==> config.mk <==
export PLATFORM = sky130hd
export DESIGN_NAME = tlv_record_finder
export DESIGN_NICKNAME = d
export VERILOG_FILES = /design/src/design/tlvf_pkg.sv /design/src/design/tlvf_parser.sv /design/src/design/tlv_record_finder.sv
export SDC_FILE = /design/constraint.sdc
export NUM_CORES = 1
export LEC_CHECK = 0
export ABC_AREA = 0
export BUFFER_PORTS_ARGS = -buffer_cell sky130_fd_sc_hd__clkbuf_2
export CAP_MARGIN = 5
export CORE_MARGIN = 4
export CORE_UTILIZATION = 46
export CTS_CLUSTER_SIZE = 8
export DETAILED_ROUTE_END_ITERATION = 8
export PLACE_DENSITY = 0.72
export SLEW_MARGIN = 15
export SYNTH_ARGS = -nofsm -noshare
export SYNTH_HDL_FRONTEND = slang
export SYNTH_SLANG_ARGS = --single-unit
==> constraint.sdc <==
create_clock -name clock -period 12.8 [get_ports clock]
set_input_delay 1.92 -clock clock [delete_from_list [all_inputs] [get_ports clock]]
set_output_delay 1.92 -clock clock [all_outputs]
set_load 0.01 [all_outputs]
==> src/design/tlvf_pkg.sv <==
// tlvf_pkg: types and constants shared by the TLV record finder modules.
// No dependencies.
package tlvf_pkg;

   localparam int unsigned MAX_VALUE_LEN = 63;

   localparam logic [7:0] WANTED_TYPE_RESET = 8'd2;

   localparam logic [2:0] ST_BUSY       = 3'd0;
   localparam logic [2:0] ST_FOUND      = 3'd1;
   localparam logic [2:0] ST_NOT_FOUND  = 3'd2;
   localparam logic [2:0] ST_BAD_HEADER = 3'd3;
   localparam logic [2:0] ST_TRUNCATED  = 3'd4;

   localparam logic [2:0] HDR_LEN_HIGH = 3'd4;
   localparam logic [2:0] HDR_LEN_LOW  = 3'd5;

   typedef enum logic [6:0] {
      PH_IDLE   = 7'b0000001,
      PH_HEADER = 7'b0000010,
      PH_TYPE   = 7'b0000100,
      PH_LEN    = 7'b0001000,
      PH_VALUE  = 7'b0010000,
      PH_SKIP   = 7'b0100000,
      PH_DONE   = 7'b1000000
   } phase_type;

   typedef struct packed {
      logic       emit;
      logic [7:0] value_byte;
      logic       has_data;
      logic [2:0] status;
      logic       last;
   } result_type;

endpackage

==> src/design/tlvf_parser.sv <==
// tlvf_parser: per-byte header and record walk state with its next-state step.
// Produces at most one result per processed byte. Depends on tlvf_pkg.
module tlvf_parser import tlvf_pkg::*; (
   input  logic       clock,
   input  logic       reset,
   input  logic       step,
   input  logic [7:0] data_byte,
   input  logic       start_req,
   input  logic [7:0] wanted_type,
   output result_type result
);

   phase_type  phase_ff, phase_in;
   logic [2:0] header_count_ff, header_count_in;
   logic [7:0] length_high_ff, length_high_in;
   logic [7:0] area_length_ff, area_length_in;
   logic [7:0] area_position_ff, area_position_in;
   logic [7:0] record_remaining_ff, record_remaining_in;
   logic       record_matched_ff, record_matched_in;

   phase_type  ph;
   logic [2:0] hc;
   logic [7:0] lh;
   logic [7:0] alen;
   logic [7:0] pos;
   logic [7:0] rem;
   logic       matched;
   logic [7:0] pos_inc;
   logic [7:0] rem_dec;
   logic       area_end;

   always_comb begin
      ph      = start_req ? PH_HEADER : phase_ff;
      hc      = start_req ? 3'd0 : header_count_ff;
      lh      = start_req ? 8'd0 : length_high_ff;
      alen    = start_req ? 8'd0 : area_length_ff;
      pos     = start_req ? 8'd0 : area_position_ff;
      rem     = start_req ? 8'd0 : record_remaining_ff;
      matched = start_req ? 1'b0 : record_matched_ff;

      pos_inc  = pos + 8'd1;
      rem_dec  = rem - 8'd1;
      area_end = (pos_inc >= alen);

      phase_in            = ph;
      header_count_in     = hc;
      length_high_in      = lh;
      area_length_in      = alen;
      area_position_in    = pos;
      record_remaining_in = rem;
      record_matched_in   = matched;
      result              = '0;

      unique case (ph)
         PH_HEADER: begin
            if (hc == HDR_LEN_HIGH) begin
               length_high_in = data_byte;
            end
            if (hc == HDR_LEN_LOW) begin
               if ((lh != 8'd0) || (data_byte == 8'd0)) begin
                  result.emit   = 1'b1;
                  result.status = ST_BAD_HEADER;
                  result.last   = 1'b1;
               end else begin
                  area_length_in   = data_byte;
                  area_position_in = 8'd0;
                  phase_in         = PH_TYPE;
               end
            end else begin
               header_count_in = hc + 3'd1;
            end
         end
         PH_TYPE: begin
            record_matched_in = (data_byte == wanted_type);
            area_position_in  = pos_inc;
            if (area_end) begin
               result.emit   = 1'b1;
               result.status = ST_NOT_FOUND;
               result.last   = 1'b1;
            end else begin
               phase_in = PH_LEN;
            end
         end
         PH_LEN: begin
            area_position_in = pos_inc;
            if (matched && (data_byte <= 8'(MAX_VALUE_LEN))) begin
               if (data_byte == 8'd0) begin
                  result.emit   = 1'b1;
                  result.status = ST_FOUND;
                  result.last   = 1'b1;
               end else if (data_byte > (alen - pos_inc)) begin
                  result.emit   = 1'b1;
                  result.status = ST_TRUNCATED;
                  result.last   = 1'b1;
               end else begin
                  record_remaining_in = data_byte;
                  phase_in            = PH_VALUE;
               end
            end else begin
               record_matched_in   = 1'b0;
               record_remaining_in = data_byte;
               if (area_end) begin
                  result.emit   = 1'b1;
                  result.status = ST_NOT_FOUND;
                  result.last   = 1'b1;
               end else begin
                  phase_in = (data_byte == 8'd0) ? PH_TYPE : PH_SKIP;
               end
            end
         end
         PH_VALUE: begin
            area_position_in    = pos_inc;
            record_remaining_in = rem_dec;
            result.emit         = 1'b1;
            result.value_byte   = data_byte;
            result.has_data     = 1'b1;
            if (rem_dec == 8'd0) begin
               result.status = ST_FOUND;
               result.last   = 1'b1;
            end else begin
               result.status = ST_BUSY;
            end
         end
         PH_SKIP: begin
            area_position_in    = pos_inc;
            record_remaining_in = rem_dec;
            if (area_end) begin
               result.emit   = 1'b1;
               result.status = ST_NOT_FOUND;
               result.last   = 1'b1;
            end else if (rem_dec == 8'd0) begin
               phase_in = PH_TYPE;
            end
         end
         PH_IDLE, PH_DONE: begin
         end
         default: begin
            phase_in = PH_IDLE;
         end
      endcase

      if (result.last) begin
         phase_in = PH_DONE;
      end
   end

   always_ff @(posedge clock) begin
      if (reset) begin
         phase_ff            <= PH_IDLE;
         header_count_ff     <= 3'd0;
         length_high_ff      <= 8'd0;
         area_length_ff      <= 8'd0;
         area_position_ff    <= 8'd0;
         record_remaining_ff <= 8'd0;
         record_matched_ff   <= 1'b0;
      end else if (step) begin
         phase_ff            <= phase_in;
         header_count_ff     <= header_count_in;
         length_high_ff      <= length_high_in;
         area_length_ff      <= area_length_in;
         area_position_ff    <= area_position_in;
         record_remaining_ff <= record_remaining_in;
         record_matched_ff   <= record_matched_in;
      end
   end

endmodule

==> src/design/tlv_record_finder.sv <==
// tlv_record_finder: finds the first matching TLV record in an EEPROM image byte stream.
// Input transfer to result transfer: input register, per-byte parse step, result register.
// Throughput: one byte per cycle while the result output is not stalled (rsp_stall).
// Reset: synchronous, active high; clears the parse state to idle, empties both registers
// and sets the wanted type to 2. Depends on tlvf_pkg and tlvf_parser.
module tlv_record_finder import tlvf_pkg::*; (
   input  logic       clock,
   input  logic       reset,
   input  logic       req_valid,
   output logic       req_stall,
   input  logic [7:0] req_data_byte,
   input  logic       req_start_req,
   output logic       rsp_valid,
   input  logic       rsp_stall,
   output logic [7:0] rsp_value_byte,
   output logic       rsp_has_data,
   output logic [2:0] rsp_status,
   output logic       rsp_last,
   input  logic       csr_write_enable,
   input  logic [7:0] csr_write_data
);

   logic       in_valid_ff, in_valid_in;
   logic [7:0] in_byte_ff;
   logic       in_start_ff;
   logic [7:0] wanted_type_ff;
   logic       rsp_valid_ff, rsp_valid_in;
   result_type rsp_ff;
   result_type result;
   logic       advance;
   logic       step;

   assign advance   = !rsp_valid_ff || !rsp_stall;
   assign step      = in_valid_ff && advance;
   assign req_stall = in_valid_ff && !advance;

   assign in_valid_in  = req_stall ? 1'b1 : req_valid;
   assign rsp_valid_in = advance ? (step && result.emit) : rsp_valid_ff;

   tlvf_parser u_parser (
      .clock       (clock),
      .reset       (reset),
      .step        (step),
      .data_byte   (in_byte_ff),
      .start_req   (in_start_ff),
      .wanted_type (wanted_type_ff),
      .result      (result)
   );

   always_ff @(posedge clock) begin
      if (reset) begin
         in_valid_ff    <= 1'b0;
         rsp_valid_ff   <= 1'b0;
         wanted_type_ff <= WANTED_TYPE_RESET;
      end else begin
         in_valid_ff  <= in_valid_in;
         rsp_valid_ff <= rsp_valid_in;
         if (csr_write_enable) begin
            wanted_type_ff <= csr_write_data;
         end
      end
   end

   // hold payloads until the next transfer
   always_ff @(posedge clock) begin
      if (req_valid && !req_stall) begin
         in_byte_ff  <= req_data_byte;
         in_start_ff <= req_start_req;
      end
      if (advance) begin
         rsp_ff <= result;
      end
   end

   assign rsp_valid      = rsp_valid_ff;
   assign rsp_value_byte = rsp_ff.value_byte;
   assign rsp_has_data   = rsp_ff.has_data;
   assign rsp_status     = rsp_ff.status;
   assign rsp_last       = rsp_ff.last;

   a_data_status: assert property (@(posedge clock) disable iff (reset)
      rsp_valid && rsp_has_data |-> (rsp_status == ST_BUSY || rsp_status == ST_FOUND))
      else $error("data result with a final error status");

   a_not_last_busy: assert property (@(posedge clock) disable iff (reset)
      rsp_valid && !rsp_last |-> (rsp_status == ST_BUSY && rsp_has_data))
      else $error("non-final result without data or with a final status");

   a_stall_needs_item: assert property (@(posedge clock) disable iff (reset)
      req_stall |-> (in_valid_ff && rsp_valid_ff))
      else $error("input stalled with an empty input register");

   a_step_advances: assert property (@(posedge clock) disable iff (reset)
      step && result.emit |=> rsp_valid)
      else $error("result of a processed byte lost");

endmodule

# Yosys cells after proc, flatten, opt, wreduce, memory -nomap -nowiden
# Cells that the tools add are included.
[op_classes] addsub=4 magnitude_cmp=3 n_eq_ne=10 muxes=53 reduce_logical=18
[op_table] operator="two-way mux 8 bit" n=14
[op_table] operator="two-way mux 7 bit" n=11
[op_table] operator="case mux 7 bit (5 select lines)" n=1
[op_table] operator="case mux 8 bit (2 select lines)" n=2
[op_table] operator="zero test 8 bit" n=2
[op_table] operator="two-way mux 4 bit" n=4
[op_table] operator="case mux 4 bit (4 select lines)" n=1
[op_table] operator="two-way mux 3 bit" n=5
[op_table] operator="two-way mux 1 bit" n=12
[op_table] operator="adder 8 x 1 -> 8 bit (second input constant)" n=1
[op_table] operator="== test 8 bit" n=1
[op_table] operator=">= comparator 8 bit" n=1
[op_table] operator="greater-than comparator 8 bit" n=1
[op_table] operator="less-or-equal comparator 8 x 6 -> 1 bit (second input constant)" n=1
[op_table] operator="nonzero test 8 bit" n=1
[op_table] operator="subtractor 8 x 1 -> 8 bit (second input constant)" n=1
[op_table] operator="subtractor 8 bit" n=1
[op_table] operator="== test 7 x 1 -> 1 bit (second input constant)" n=1
[op_table] operator="== test 7 x 2 -> 1 bit (second input constant)" n=1
[op_table] operator="== test 7 x 3 -> 1 bit (second input constant)" n=1
[op_table] operator="== test 7 x 4 -> 1 bit (second input constant)" n=1
[op_table] operator="== test 7 x 5 -> 1 bit (second input constant)" n=1
[op_table] operator="== test 7 x 6 -> 1 bit (second input constant)" n=1
[op_table] operator="== test 7 bit (second input constant)" n=1
[op_table] operator="11 further kinds" n=21
[word_totals] register_bits=75 inputBits=22 output_inout_bits=15 elab_cells=104

# Depth between registers and ports, before layout
[depth] word_depth=9 mapped_depth=21 depth_no_buf=18

# Cells and area by module
# A second synthesis with hierarchy kept.
[hier_totals] cells_unflattened=484 area_unflattened_um2=4304.1
[modules_own_cells] mod="tlvf_parser" instances=1 cells_per_inst=425 area_each_um2=3273.1 seq_area_each_um2=860.8
[modules_own_cells] mod="tlv_record_finder" instances=1 cells_per_inst=59 area_each_um2=1031.0 seq_area_each_um2=860.8

# Worst setup path after synthesis
# OpenSTA, ideal clock, no wires.
[synth_timing] path_kind="reg-to-reg" startpoint="register in_start_ff" endpoint="register u_parser.phase_ff[4]" setup_time_ns=0.093 arrival_time_ns=4.336 t_required_ns=12.707 setup_slack_ns=8.371 stages_incl_launch_ff=21 path_buffers=3 synth_period_minus_slack_ns=4.429 cell_sequence="edfxtp_1 > clkbuf_1 > clkbuf_1 > clkbuf_1 > nand2b_1 > inv_1 > ha_1 > nor2b_1 > o21ai_0 > a21oi_1 > o21a_1 > nor2_1 > o21ai_0 > xnor2_1 > ha_1 > nand4_1 > a21oi_1 > o32ai_1 > a21oi_1 > or4_4 > o311ai_2"
[synth_via] elab_chain_len=9 elab_cells_between_ends=45 classes_between="add/sub: 3; order compare: 2; eq/ne: 8; mux: 26; reduce/logical: 6"
[synth_lines] element="start: declaration" line="tlv_record_finder.sv:25" source="logic in_start_ff;"
[synth_lines] element="start signal: assignment" line="tlv_record_finder.sv:68" source="in_start_ff <= req_start_req;"
[synth_lines] element="two-way mux 8 bit" line="tlvf_parser.sv:37" source="pos = start_req ? 8'd0 : area_position_ff;"
[synth_lines] element="adder 8 x 1 -> 8 bit" line="tlvf_parser.sv:41" source="pos_inc = pos + 8'd1;"
[synth_lines] element="subtractor 8 bit" line="tlvf_parser.sv:91" source="end else if (data_byte > (alen - pos_inc)) begin"
[synth_lines] element="greater-than comparator 8 bit" line="tlvf_parser.sv:91"
[synth_lines] element="two-way mux 7 bit / two-way mux 4 bit (equally long branches)" line="tlvf_parser.sv:91"
[synth_lines] element="two-way mux 7 bit / two-way mux 4 bit (equally long branches)" line="tlvf_parser.sv:87" source="if (data_byte == 8'd0) begin"
[synth_lines] element="two-way mux 7 bit / two-way mux 4 bit (equally long branches)" line="tlvf_parser.sv:86" source="if (matched && (data_byte <= 8'(MAX_VALUE_LEN))) begin"
[synth_lines] element="case mux 7 bit (5 select lines) / case mux 4 bit (4 select lines) (equally long branches)" line="tlvf_parser.sv:54" source="unique case (ph)"
[synth_lines] element="two-way mux 7 bit (*)" line="tlvf_parser.sv:142" source="if (result.last) begin"
[synth_lines] element="end signal: assignment" line="tlvf_parser.sv:157" source="phase_ff <= phase_in;"
[synth_lines] element="end: declaration" line="tlvf_parser.sv:13" source="phase_type phase_ff, phase_in;"
# Mark *: on every way between the ends. The rest lies on a longest branch, timed or not.
# A chain may end at the register's enable or synchronous reset.

# Worst setup path in the final report
[layout_timing] startpoint="register u_parser.area_position_ff[0]" endpoint="register u_parser.phase_ff[4]"
[layout_via] elab_chain_len=9 elab_cells_between_ends=18 classes_between="add/sub: 2; order compare: 2; mux: 14"
[layout_lines] element="start: declaration" line="tlvf_parser.sv:17" source="logic [7:0] area_position_ff, area_position_in;"
[layout_lines] element="start signal: assignment" line="tlvf_parser.sv:161" source="area_position_ff <= area_position_in;"
[layout_lines] element="two-way mux 8 bit (*)" line="tlvf_parser.sv:37"
[layout_lines] element="adder 8 x 1 -> 8 bit (*)" line="tlvf_parser.sv:41"
[layout_lines] element="subtractor 8 bit" line="tlvf_parser.sv:91"
[layout_lines] element="greater-than comparator 8 bit" line="tlvf_parser.sv:91"
[layout_lines] element="two-way mux 7 bit / two-way mux 4 bit (equally long branches)" line="tlvf_parser.sv:91"
[layout_lines] element="two-way mux 7 bit / two-way mux 4 bit (equally long branches)" line="tlvf_parser.sv:87"
[layout_lines] element="two-way mux 7 bit / two-way mux 4 bit (equally long branches)" line="tlvf_parser.sv:86"
[layout_lines] element="case mux 7 bit (5 select lines) / case mux 4 bit (4 select lines) (equally long branches)" line="tlvf_parser.sv:54"
[layout_lines] element="two-way mux 7 bit (*)" line="tlvf_parser.sv:142"
# Marked as above.

==> metrics.cfg <==
[run_status]
run_status=finished clean

[clock_tree]
clock_latency_ns=0.36
htreeDepth=3
hold_buffers=0
clkTransAtPathRegs_ns=0.09
clockRootBuffer=clkbuf_8
cts_tree=yes
numCtsBuffers=9
postCtsSetupRepairBufs=0
clock_sinks=75
clk_path_buf_depth=2
cts_resized=0

[floorplanning]
coreArea_sq_um=8890
die_h_um=104
die_x_um=104
pin_count=37
die_area_sq_um=10900
start_util_pct=48.1
rows=34

[critical_path]
path_common_cell=a21oi_1
cpMaxStageDelayCell=nor3b_1
crit_fanout=8
path_cells=nand4_1 > nor3b_1 > nand2_1 > xor2_1 > nor2_1 > inv_1 > ha_1 > a21oi_1 > o21ai_0 > xnor2_1 > ha_1 > nand4_1 > a21oi_1 > o32ai_1 > a21oi_1 > or4_4 > o311ai_2
reg2reg_depth=17
reg2reg_slack_ns=8.38
critPathKind=reg -> reg
reg2reg_from=u_parser.area_position_ff[0]$_SDFFE_PP0P_
max_stage_delay_ns=0.55
required_ns=13.06
cp.arrival_ns=4.68
worstReg2RegEnd=u_parser.phase_ff[4]$_SDFFE_PP0P_
critPathCaptureType=flip-flop
start_kind=flip-flop

[placement]
placed_cell_area_sq_um=4510
gp_congestion=0.837
hpwlAfterDp_mm=7.45
portBuffers=36

[logic_synthesis]
synth_top_area_share_pct=24.8
ys_seq_area_share_pct=40.2
yosys_warnings=0
syn_nets=522
ys.flop_type=dfxtp_1
synth-async-reset-ratio_pct=0
syn_inst=478
synthTopCellsByArea=dfxtp_1, edfxtp_1, ha_1
synth-edff-count=22
synth.avg_cell_area_sq_um=8.95
synth_cell_types=59
synth-seq-cells=75
syn_area_sq_um=4280
yosys.area.top_type=dfxtp_1

[worst_hold_path]
hp-start=u_parser.header_count_ff[1]$_SDFFE_PP0P_
holdPathEnd=u_parser.header_count_ff[1]$_SDFFE_PP0P_
min_path_cells=2
hold_path.class=reg -> reg

[global_route]
gr-usage-met3_pct=3.35
grt_usage_pct=19.3
antenna_found_initial=0
grt_max_degree=50
grt_pass1_vias=3522
busiest_layer=met2
grt_overflow=0
grt_pass1_wl_mm=17.2
met2_usage_pct=32.3
grt_use_met1_pct=24.4

[drt]
drc=0
drt_wl_total_mm=10.4
dr.pass1.iters=4
viasPerCell=5.91
vias=3643
wl_per_cell_um=16.9
drt-initial-drc-count=338
ant_nets=0

[sta]
setup_viol=0
worst_pin_slew_ns=0.804
hold_violations=0
finalMaxSlewViolations=0
final.min_clock_period_ns=4.42
finalCritPeriodShare_pct=34.5
timing.slew.headroom_pct=46.3
fin_worst_skew_ns=0.0104
rsz0062_at_grt=false
fin_setup_tns_ns=0
fmaxAchievable_ghz=0.226

[finish]
area_delta_synth_final_pct=10.8
final_area_sq_um=4740
fill_cells=799
layout-drive-gt1-share_pct=12.8
final_nets=547
n_antenna_cell=0

[power_and_ir_drop]
p_leak_nw=1.91
ir_drop_v=0.0000875
powerDensity_nw_per_um2=105

[job]
maxCapViolCount=0

-- cells in the final DEF, fill, tap and decap left out, types with 13 or more instances in the layout --
cell / instances
nand2b_1: 14
nor2b_1: 16
inv_1: 21
dfxtp_1: 53
ha_1: 21
o21ai_0: 17
nand2_1: 21
a22oi_1: 16
nor3_1: 13
nor2_1: 59
edfxtp_1: 22
clkbuf_2: 36
a21oi_1: 30
xor2_1: 17
-- flip-flops by register name, indices dropped and copies added (netlist names) --
signal	flops
in_byte_ff	8
rsp_value_byte	8
u_parser.area_length_ff	8
u_parser.area_position_ff	8
u_parser.length_high_ff	8
u_parser.record_remaining_ff	8
wanted_type_ff	8
u_parser.phase_ff	7
rsp_status	3
u_parser.header_count_ff	3
in_start_ff	1
in_valid_ff	1
rsp_has_data	1
rsp_last	1
rsp_valid	1
u_parser.record_matched_ff	1
-- critical path, delay by kind of cell (launching register included) --
kind                     cells  cell delay, ns
adder cells (fa/ha/maj)      2            0.64
flip-flops                   1            0.50
AO/OA/AOI/OAI                6            1.17
buffers and inverters        1            0.06
XOR/XNOR                     2            0.30
AND/OR/NAND/NOR              6            1.66
-- where the power goes --
group	leakage (nW)	switching, mW	internal (mW)
sequential	0.678	0.00798	0.248
clock	0.117	0.0975	0.114
combinational	1.11	0.0196	0.0133
total	1.91	0.125	0.375
-- Yosys cell counts (4+ instances only) --
cell and n:
a21o_1 4, a211oi_1 4, and2_1 10, o31ai_1 4, nand2b_1 14, xnor2_1 9
nand4_1 8, o21ai_0 17, mux2i_1 8, nand2_1 21, or2_2 4, a22oi_1 16
edfxtp_1 22, a21oi_1 30, ha_1 21, dfxtp_1 53, nand3_1 9, nor2_1 59
nor3_1 13, and3_1 7, nor2b_1 16, o22ai_1 4, inv_1 21, o32ai_1 5
nor4_1 6, xor2_1 17, clkbuf_1 22
-- final cells by class --
| type | count | area [sq um] | area share [%] |
|---|---|---|---|
| inverter | 21 | 78.8 | 1.66 |
| tap | 108 | 135 | 2.85 |
| clock inverter | 7 | 106 | 2.24 |
| timing repair buffer | 38 | 195 | 4.12 |
| multi-input combinational | 358 | 2380 | 50.2 |
| sequential | 75 | 1720 | 36.3 |
| clock buffer | 9 | 124 | 2.61 |
-- worst max path at each step --
stage / from / to / slack (ns) / cells past startpoint
3_3_place_gp: u_parser.area_position_ff[0]$_SDFFE_PP0P_ / rsp_valid$_SDFFE_PP0N_ / 8.47 / 17
4_1_cts: u_parser.area_position_ff[0]$_SDFFE_PP0P_ / u_parser.phase_ff[4]$_SDFFE_PP0P_ / 8.36 / 17
3_5_place_dp: u_parser.area_position_ff[0]$_SDFFE_PP0P_ / u_parser.phase_ff[4]$_SDFFE_PP0P_ / 8.39 / 17
5_1_grt: u_parser.area_position_ff[0]$_SDFFE_PP0P_ / u_parser.phase_ff[4]$_SDFFE_PP0P_ / 7.76 / 17
2_1_floorplan: in_start_ff$_DFFE_PP_ / u_parser.phase_ff[4]$_SDFFE_PP0P_ / 8.37 / 20
6_report: u_parser.area_position_ff[0]$_SDFFE_PP0P_ / u_parser.phase_ff[4]$_SDFFE_PP0P_ / 8.38 / 17
-- routing by layer --
layer | share of wire (%) | up-vias | wire (um)
met5 | 0 | - | 0
li1 | - | 1791 | -
met3 | 6.0 | 26 | 622
met2 | 47 | 128 | 4880
met4 | 2.3 | 0 | 235
met1 | 45 | 1698 | 4660
-- through the flow --
| step | hold slack, ns | setup slack [ns] | cells | utilization [%] | power (mW) |
|---|---|---|---|---|---|
| CTS | 0.464 | 8.36 | 616 | 53.3 | 0.504 |
| floorplan | 0.437 | 8.37 | 478 | - | 0.282 |
| global route | 0.494 | 7.76 | 616 | 53.3 | 0.519 |
| detailed placement | 0.452 | 8.39 | 600 | 50.7 | 0.294 |
| finish | 0.464 | 8.38 | 616 | 53.3 | 0.500 |
| global placement | 0.449 | 8.47 | 600 | 50.7 | 0.293 |
-- cells by family after synthesis --
| kind of cell | after synthesis | synth area share [%] |
|---|---|---|
| AND/OR/NAND/NOR | 186 | 23.6 |
| AO/OA/AOI/OAI | 116 | 18.2 |
| flip-flops | 75 | 40.2 |
| buffers and inverters | 45 | 4.15 |
| XOR/XNOR | 26 | 5.32 |
| adder cells (fa/ha/maj) | 22 | 6.61 |
| multiplexers | 8 | 1.87 |
Power figures use the tool's default switching activity.
